==> config.mk <==
export PLATFORM = sky130hd
export DESIGN_NAME = command_flag_sequencer
export DESIGN_NICKNAME = d
export VERILOG_FILES = /design/src/cfs_pkg.sv /design/src/cfs_in_reg.sv /design/src/cfs_core.sv /design/src/command_flag_sequencer.sv
export SDC_FILE = /design/constraint.sdc
export NUM_CORES = 1
export LEC_CHECK = 0
export ABC_AREA = 0
export BUFFER_PORTS_ARGS = -buffer_cell sky130_fd_sc_hd__buf_2
export CAP_MARGIN = 20
export CORE_MARGIN = 1.5
export CORE_UTILIZATION = 50
export CTS_CLUSTER_DIAMETER = 80
export DETAILED_ROUTE_END_ITERATION = 12
export HOLD_SLACK_MARGIN = 0.1
export PLACE_DENSITY = 0.74
export SYNTH_ARGS = -nofsm -noshare
export SYNTH_HDL_FRONTEND = slang
export SYNTH_SLANG_ARGS = --single-unit
==> constraint.sdc <==
create_clock -name clk -period 3.6 [get_ports clk]
set_input_delay 1.08 -clock clk [delete_from_list [all_inputs] [get_ports clk]]
set_output_delay 1.08 -clock clk [all_outputs]
set_load 0.1 [all_outputs]
==> src/cfs_pkg.sv <==
// Shared types and constants for the command flag sequencer.
// Transfer structs, action codes, command characters and flag bit positions.
// No dependencies.
package cfs_pkg;

  // Digit entry limit default
  localparam int MAX_DIGITS_DEF = 4;

  // Item actions
  typedef enum logic [2:0] {
    ACT_COMMAND = 3'd0,
    ACT_TICK    = 3'd1,
    ACT_SERVICE = 3'd2,
    ACT_SET     = 3'd3,
    ACT_CLEAR   = 3'd4
  } action_t;

  // Command characters
  localparam logic [7:0] CH_A = 8'h61;
  localparam logic [7:0] CH_B = 8'h62;
  localparam logic [7:0] CH_C = 8'h63;
  localparam logic [7:0] CH_D = 8'h64;
  localparam logic [7:0] CH_E = 8'h65;
  localparam logic [7:0] CH_F = 8'h66;

  // ASCII '0', subtracted from each digit byte
  localparam logic [15:0] DIGIT_BASE = 16'd48;

  // Flag bit positions
  localparam int FLAG_SAMPLE = 0;
  localparam int FLAG_ENTRY  = 1;
  localparam int FLAG_ZERO   = 2;
  localparam int FLAG_RS232  = 3;
  localparam int FLAG_V12    = 4;
  localparam int FLAG_RUN    = 7;

  localparam int DCOUNT_W = 3;

  typedef struct packed {
    logic [2:0] action;
    logic [7:0] data_byte;
    logic [7:0] flag_mask;
  } in_item_t;

  typedef struct packed {
    logic [7:0]  flags;
    logic        sample_now;
    logic        depth_zero_now;
    logic        rs232_on;
    logic        power12_on;
    logic        ran;
    logic [15:0] interval_seconds;
  } out_item_t;

endpackage

==> src/cfs_in_reg.sv <==
// Input register stage of the command flag sequencer.
// Holds one accepted item until the core takes it; uses cfs_pkg.
module cfs_in_reg (
  input  logic              clk,
  input  logic              rst_n,
  input  logic              in_valid,
  output logic              in_stall,
  input  cfs_pkg::in_item_t in_data,
  input  logic              take,
  output logic              stage_valid,
  output cfs_pkg::in_item_t stage_data
);
  import cfs_pkg::*;

  logic     valid_r, valid_nxt;
  in_item_t data_r;
  logic     accept;

  // Stall only while a held item cannot move on
  assign in_stall = valid_r && !take;
  assign accept   = in_valid && !in_stall;

  // Advance the valid bit
  always_comb begin
    valid_nxt = valid_r;
    if (accept) begin
      valid_nxt = 1'b1;
    end else if (take) begin
      valid_nxt = 1'b0;
    end
  end

  always_ff @(posedge clk) begin
    if (!rst_n) begin
      valid_r <= 1'b0;
    end else begin
      valid_r <= valid_nxt;
    end
  end

  // Capture payload on each input transfer
  always_ff @(posedge clk) begin
    if (accept) begin
      data_r <= in_data;
    end
  end

  assign stage_valid = valid_r;
  assign stage_data  = data_r;

  property p_take_needs_item;
    @(posedge clk) disable iff (!rst_n) take |-> valid_r;
  endproperty
  a_take_needs_item: assert property (p_take_needs_item)
    else $error("core took an item from an empty input stage");

  property p_accept_fills;
    @(posedge clk) disable iff (!rst_n) accept |=> valid_r;
  endproperty
  a_accept_fills: assert property (p_accept_fills)
    else $error("accepted item lost in input stage");

  property p_drain_empties;
    @(posedge clk) disable iff (!rst_n) (take && !accept) |=> !valid_r;
  endproperty
  a_drain_empties: assert property (p_drain_empties)
    else $error("input stage kept an item after it was taken");

endmodule

==> src/cfs_core.sv <==
// State and step logic of the command flag sequencer.
// Flags, interval entry, tick counter and output levels; uses cfs_pkg.
module cfs_core #(
  parameter int MAX_DIGITS = cfs_pkg::MAX_DIGITS_DEF
) (
  input  logic               clk,
  input  logic               rst_n,
  input  logic               step,
  input  cfs_pkg::in_item_t  item,
  output cfs_pkg::out_item_t result
);
  import cfs_pkg::*;

  logic [7:0]          flag_bits_r, flag_bits_nxt;
  logic [15:0]         interval_r, interval_nxt;
  logic [15:0]         tick_count_r, tick_count_nxt;
  logic [DCOUNT_W-1:0] digit_count_r, digit_count_nxt;
  logic [15:0]         digit_value_r, digit_value_nxt;
  logic                rs232_r, rs232_nxt;
  logic                power_r, power_nxt;
  logic                sample_now, zero_now, ran;
  logic [15:0]         tick_inc;
  logic [15:0]         digit_acc;
  logic [7:0]          c;

  assign c         = item.data_byte;
  assign tick_inc  = tick_count_r + 16'd1;
  // value*10 + byte - '0', wrapping at 16 bits
  assign digit_acc = (digit_value_r << 3) + (digit_value_r << 1)
                     + {8'd0, c} - DIGIT_BASE;

  // Next state for one item
  always_comb begin
    flag_bits_nxt   = flag_bits_r;
    interval_nxt    = interval_r;
    tick_count_nxt  = tick_count_r;
    digit_count_nxt = digit_count_r;
    digit_value_nxt = digit_value_r;
    rs232_nxt       = rs232_r;
    power_nxt       = power_r;
    sample_now      = 1'b0;
    zero_now        = 1'b0;
    ran             = 1'b0;
    case (item.action)
      ACT_COMMAND: begin
        if (c == CH_A) begin
          flag_bits_nxt[FLAG_SAMPLE] = ~flag_bits_r[FLAG_SAMPLE];
        end else if (c == CH_B) begin
          // Open or close interval entry
          if (flag_bits_r[FLAG_ENTRY]) begin
            flag_bits_nxt[FLAG_ENTRY] = 1'b0;
            interval_nxt = digit_value_r;
          end else begin
            flag_bits_nxt[FLAG_ENTRY] = 1'b1;
          end
          digit_count_nxt = '0;
          digit_value_nxt = '0;
        end else if (flag_bits_r[FLAG_ENTRY]) begin
          // Take a digit unless the entry is full
          if (digit_count_r < DCOUNT_W'(MAX_DIGITS)) begin
            digit_value_nxt = digit_acc;
            digit_count_nxt = digit_count_r + DCOUNT_W'(1);
          end
        end else if (c == CH_C) begin
          flag_bits_nxt[FLAG_ZERO] = ~flag_bits_r[FLAG_ZERO];
        end else if (c == CH_D) begin
          flag_bits_nxt[FLAG_RS232] = ~flag_bits_r[FLAG_RS232];
        end else if (c == CH_E) begin
          flag_bits_nxt[FLAG_V12] = ~flag_bits_r[FLAG_V12];
        end else if (c == CH_F) begin
          flag_bits_nxt  = '0;
          interval_nxt   = 16'd1;
          tick_count_nxt = '0;
        end
      end
      ACT_TICK: begin
        // Count and raise run once per interval
        tick_count_nxt = tick_inc;
        if (tick_inc >= interval_r) begin
          flag_bits_nxt[FLAG_RUN] = 1'b1;
          tick_count_nxt = '0;
        end
      end
      ACT_SERVICE: begin
        if (flag_bits_r[FLAG_RUN]) begin
          ran        = 1'b1;
          sample_now = flag_bits_r[FLAG_SAMPLE];
          zero_now   = flag_bits_r[FLAG_ZERO];
          rs232_nxt  = flag_bits_r[FLAG_RS232];
          power_nxt  = flag_bits_r[FLAG_V12];
          flag_bits_nxt[FLAG_RUN]  = 1'b0;
          flag_bits_nxt[FLAG_ZERO] = 1'b0;
        end
      end
      ACT_SET: begin
        flag_bits_nxt = flag_bits_r | item.flag_mask;
      end
      ACT_CLEAR: begin
        flag_bits_nxt = flag_bits_r & ~item.flag_mask;
      end
      default: begin
      end
    endcase
  end

  // Hold state between items
  always_ff @(posedge clk) begin
    if (!rst_n) begin
      flag_bits_r   <= '0;
      interval_r    <= 16'd1;
      tick_count_r  <= '0;
      digit_count_r <= '0;
      digit_value_r <= '0;
      rs232_r       <= 1'b0;
      power_r       <= 1'b0;
    end else if (step) begin
      flag_bits_r   <= flag_bits_nxt;
      interval_r    <= interval_nxt;
      tick_count_r  <= tick_count_nxt;
      digit_count_r <= digit_count_nxt;
      digit_value_r <= digit_value_nxt;
      rs232_r       <= rs232_nxt;
      power_r       <= power_nxt;
    end
  end

  // Result reflects state after the step
  always_comb begin
    result.flags            = flag_bits_nxt;
    result.sample_now       = sample_now;
    result.depth_zero_now   = zero_now;
    result.rs232_on         = rs232_nxt;
    result.power12_on       = power_nxt;
    result.ran              = ran;
    result.interval_seconds = interval_nxt;
  end

  property p_digit_limit;
    @(posedge clk) disable iff (!rst_n)
      digit_count_r <= DCOUNT_W'(MAX_DIGITS);
  endproperty
  a_digit_limit: assert property (p_digit_limit)
    else $error("digit count ran past the entry limit");

  property p_service_clears_run;
    @(posedge clk) disable iff (!rst_n)
      (step && item.action == ACT_SERVICE && flag_bits_r[FLAG_RUN])
        |=> (!flag_bits_r[FLAG_RUN] && !flag_bits_r[FLAG_ZERO]);
  endproperty
  a_service_clears_run: assert property (p_service_clears_run)
    else $error("service run left run or zero bit set");

  property p_idle_holds;
    @(posedge clk) disable iff (!rst_n)
      !step |=> ($stable(flag_bits_r) && $stable(interval_r) && $stable(tick_count_r));
  endproperty
  a_idle_holds: assert property (p_idle_holds)
    else $error("state changed without an item");

  property p_strobes_need_run;
    @(posedge clk) disable iff (!rst_n)
      !ran |-> (!sample_now && !zero_now);
  endproperty
  a_strobes_need_run: assert property (p_strobes_need_run)
    else $error("sample or zero request without a run");

endmodule

==> src/command_flag_sequencer.sv <==
// Command flag sequencer: one result per item, passing through the input
// register, then the result register; a receiver stall can hold it between them.
// Throughput is one item per cycle while out_stall is low; the core updates its
// state once per item. Reset (rst_n low, synchronous) clears flags, tick and
// digit state and output levels, sets the interval to one, and empties both
// stages. Depends on cfs_pkg, cfs_in_reg and cfs_core.
module command_flag_sequencer #(
  parameter int MAX_DIGITS = cfs_pkg::MAX_DIGITS_DEF
) (
  input  logic               clk,
  input  logic               rst_n,
  input  logic               in_valid,
  output logic               in_stall,
  input  cfs_pkg::in_item_t  in_data,
  output logic               out_valid,
  input  logic               out_stall,
  output cfs_pkg::out_item_t out_data
);
  import cfs_pkg::*;

  logic      stage_valid;
  in_item_t  stage_data;
  logic      advance;
  out_item_t result;
  logic      out_valid_r, out_valid_nxt;
  out_item_t out_data_r;

  // Move an item forward when the result register is free or draining
  assign advance = stage_valid && (!out_valid_r || !out_stall);

  cfs_in_reg u_in_reg (
    .clk         (clk),
    .rst_n       (rst_n),
    .in_valid    (in_valid),
    .in_stall    (in_stall),
    .in_data     (in_data),
    .take        (advance),
    .stage_valid (stage_valid),
    .stage_data  (stage_data)
  );

  cfs_core #(
    .MAX_DIGITS (MAX_DIGITS)
  ) u_core (
    .clk    (clk),
    .rst_n  (rst_n),
    .step   (advance),
    .item   (stage_data),
    .result (result)
  );

  // Result register valid
  always_comb begin
    out_valid_nxt = out_valid_r;
    if (advance) begin
      out_valid_nxt = 1'b1;
    end else if (!out_stall) begin
      out_valid_nxt = 1'b0;
    end
  end

  always_ff @(posedge clk) begin
    if (!rst_n) begin
      out_valid_r <= 1'b0;
    end else begin
      out_valid_r <= out_valid_nxt;
    end
  end

  // Load result on each step
  always_ff @(posedge clk) begin
    if (advance) begin
      out_data_r <= result;
    end
  end

  assign out_valid = out_valid_r;
  assign out_data  = out_data_r;

  property p_step_shows_result;
    @(posedge clk) disable iff (!rst_n) advance |=> out_valid_r;
  endproperty
  a_step_shows_result: assert property (p_step_shows_result)
    else $error("stepped item produced no result");

  property p_no_overwrite;
    @(posedge clk) disable iff (!rst_n) (out_valid_r && out_stall) |-> !advance;
  endproperty
  a_no_overwrite: assert property (p_no_overwrite)
    else $error("stalled result overwritten");

  property p_stall_means_full;
    @(posedge clk) disable iff (!rst_n) in_stall |-> (stage_valid && out_valid_r);
  endproperty
  a_stall_means_full: assert property (p_stall_means_full)
    else $error("input stalled while the pipeline had room");

endmodule

==> summary.md <==
| Metric | Value |
|---|---|
| Outcome | completed |
| Gr usage total | 20.3% |
| Clock root buffer master | clkbuf_16 |
| Routed via count | 4755 |
| Crit share post-route | 94.7% |
| Hold/Removal Path Class | register to register |
| IO buf count | 53 |
| R2r startpoint | u_core.tick_count_r[1] |
| Bufs and invs on worst path | 0 |
| FF+latch area | 0.00270 mm² |
| Synth area leader | edfxtp_1 |
| Slew Viols, Final | 0 |
| Distinct cells, synth | 68 |
| Routed wire length | 13000 µm |
| Top cell type's share of synthesized area | 23.0% |
| Cell Area, Placed | 0.00668 mm² |
| H-Tree Depth | 3 |
| Yosys Warn Count | 0 |
| Share of cells above drive strength 1 | 18.0% |
| Fillers | 1063 |
| Slew headroom | 47.7% |
| P per Cell Area | 377 mW/mm² |
| First-pass DRT Iterations | 5 |
| Number of diodes | 0 |
| Pin count of the biggest net entering global routing | 42 |
| Hold Path Sink | u_core.digit_value_r[15] |
| Clk_lat worst skew | 350 ps |
| Pre-CTS setup slack | 202 ps |
| Fin Setup TNS | 0 ps |
| Avg Cell Area, Syn | 10.1 µm² |
| CP Capture Type | register |
| FMAX | 0.293 GHz |
| Clk slew on worst S/H paths | 70 ps |
| Worst-margin pin slew | 785 ps |
| Drt drc | 0 |
| Die Y | 115 µm |
| CTS tree | done |
| Initial antenna violation count | 0 |
| Total gr overflow | 0 |
| Reg2Reg Depth | 13 |
| Core Rows | 40 |
| Mapped Cells | 618 |
| Fin. Hold Viols | 0 |
| Syn_nets | 700 |
| Final Core Density | 57.6% |
| Fin Clk Skew | 10.9 ps |
| Post-layout worst setup margin | 189 ps |
| Ys flop type | dfxtp_1 |
| Tmin final | 3410 ps |
| Critical Path AT | 3700 ps |
| Post-synth top cells | inv_1 (67), dfxtp_1 (63), ha_1 (53), edfxtp_1 (48), a22o_1 (40) |
| WL/cell | 15.4 µm |
| Post-DRT Antenna Nets | 0 |
| Seq cells post-synth | 111 |
| Number of synthesized flops with an enable pin | 48 |
| Top-count cell post-synth | inv_1 |
| CTS Buffer Depth | 2 |
| Area of the multi-input gates | 0.00319 mm² |
| WP data required | 3890 ps |
| P&R area growth vs syn | 11.2% |
| Final instance area | 0.00697 mm² |
| Sequential area share after synthesis | 43.1% |
| Startpoint types | register |
| Clock sink count | 111 |
| Cell breakdown of the critical path | ha_2, and3_1, and3_1, and2_1, nand4_1, xnor2_2, ha_1, o21ai_0, o21ai_0, a211o_1, a21o_1, or4_1, nand3_1 |
| Gp weighted congestion | 0.854 |
| Async set-reset flop share out of synthesis | 0% |
| Area contributors post-synth | edfxtp_1 (23%), dfxtp_1 (20%), ha_1 (11%), a22o_1 (5.6%), inv_1 (4.0%) |
| Post-DP HPWL | 9890 µm |
| First-pass GRT wire length | 21200 µm |
| Core Box Area | 0.0121 mm² |
| DIE WIDTH | 115 µm |
| CP top delay family | simple AND/OR/NAND/NOR gates |
| # IOs | 54 |
| Die area | 0.0132 mm² |
| Vias in the first global route | 4537 |
| Static leakage | 2.92 nW |
| Nets | 751 |
| Total CTS buffers | 9 |
| Starting DRC count in detailed routing | 293 |
| Post-CTS setup buffer count | 0 |
| WS Path Type | register to register |
| Worst path max stage delay | 420 ps |
| Via/cell ratio | 5.65 |
| Max-cap check violation count | 0 |
| CP max FO | 9 |
| Source of the worst hold timing path | u_core.digit_value_r[15] |
| Critical path's slowest cell | or4_1 |
| Synth Cell Area | 0.00627 mm² |
| Hold path cells | 2 |
| Worst reg2reg setup slack | 190 ps |
| Max VDD drop | 0.000271 V |
| R2R Path End | u_core.tick_count_r[15] |
| Final setup violation count | 0 |
| Starting Density | 51.8% |
tightest hold or removal path, delay by kind of cell (launching register included):
kind | cells | cell delay [ps]
compound gates | 1 | 40
flops | 1 | 340
simple gates | 1 | 60
layer usage:
layer	wire length [µm]	part of all wire (%)	track usage, %
met2	6010	46	32.5
met1	6020	46	27.0
met3	721	5.6	5.59
met4	221	1.7	6.34
met5	0	0	0
cell families after synthesis:
| family | Yosys count | synth area share (%) |
|---|---|---|
| and+or+nand+nor | 159 | 14.6 |
| muxes | 4 | 0.678 |
| xor gates and xnor gates | 27 | 3.77 |
| adders and majority gates | 59 | 12.5 |
| AOI/OAI and AO/OA | 168 | 19.1 |
| DFF | 111 | 43.1 |
| buffers and inverters | 90 | 6.26 |
per-stage QoR:
stage / total power [mW] / std cells / hold slack [ps]
2_1_floorplan: 1.63 / 618 / 441
3_3_place_gp: 1.68 / 826 / 453
3_5_place_dp: 1.69 / 826 / 473
4_1_cts: 2.64 / 842 / 489
5_1_grt: 2.72 / 842 / 512
6_report: 2.63 / 842 / 485
area by class of cell:
class                           count  share of cell area [%]
Sequential cell                   111                    38.8
Multi-Input combinational cell    417                    45.7
Clock inverter                      3                   0.628
Clock buffer                       13                    3.45
Tap cell                          168                    3.02
Inverter                           68                    3.66
Timing Repair Buffer               62                    4.77
worst max path at each step:
| stage | startpoint | endpoint | slack, ps | cells past startpoint |
|---|---|---|---|---|
| global placement | u_core.tick_count_r[0] | u_core.tick_count_r[15] | 360 | 13 |
| global route | u_core.tick_count_r[1] | u_core.tick_count_r[15] | -20 | 13 |
| CTS | u_core.tick_count_r[0] | u_core.tick_count_r[15] | 180 | 13 |
| finish | u_core.tick_count_r[1] | u_core.tick_count_r[15] | 190 | 13 |
| detailed placement | u_core.tick_count_r[0] | u_core.tick_count_r[15] | 200 | 13 |
| floorplan | u_core.tick_count_r[0] | u_core.tick_count_r[15] | 510 | 13 |
placed cells by master (no fill, tap or decap), types with 27 or more instances in the layout:
master	instances
inv_1	67
nand2_1	28
buf_2	53
nor2_1	29
a21oi_1	27
a22o_1	40
dfxtp_1	62
ha_1	52
o21ai_0	31
edfxtp_1	48
power by group:
group	leakage [nW]	total, mW	switching [mW]	internal, mW
combinational	1.81	0.285	0.211	0.0734
clock	0.138	0.965	0.423	0.542
sequential	0.970	1.37	0.0273	1.35
total	2.92	2.63	0.662	1.96
flip-flops by register name, indices dropped and copies added (netlist names):
name,flops
u_core.tick_count_r,16
u_core.interval_r,16
u_core.digit_count_r,3
u_core.power_r,1
u_core.digit_value_r,16
u_core.flag_bits_r,8
out_valid,1
u_in_reg.stage_valid,1
u_core.rs232_r,1
out_data,29
u_in_reg.stage_data,19
what timing repair did:
item | in CTS | in global routing
hold buffers | 0 | 0
gates resized for setup | 0 | 3
endpoints found under the setup margin | 0 | 1
(Power assumes the default switching activity.)
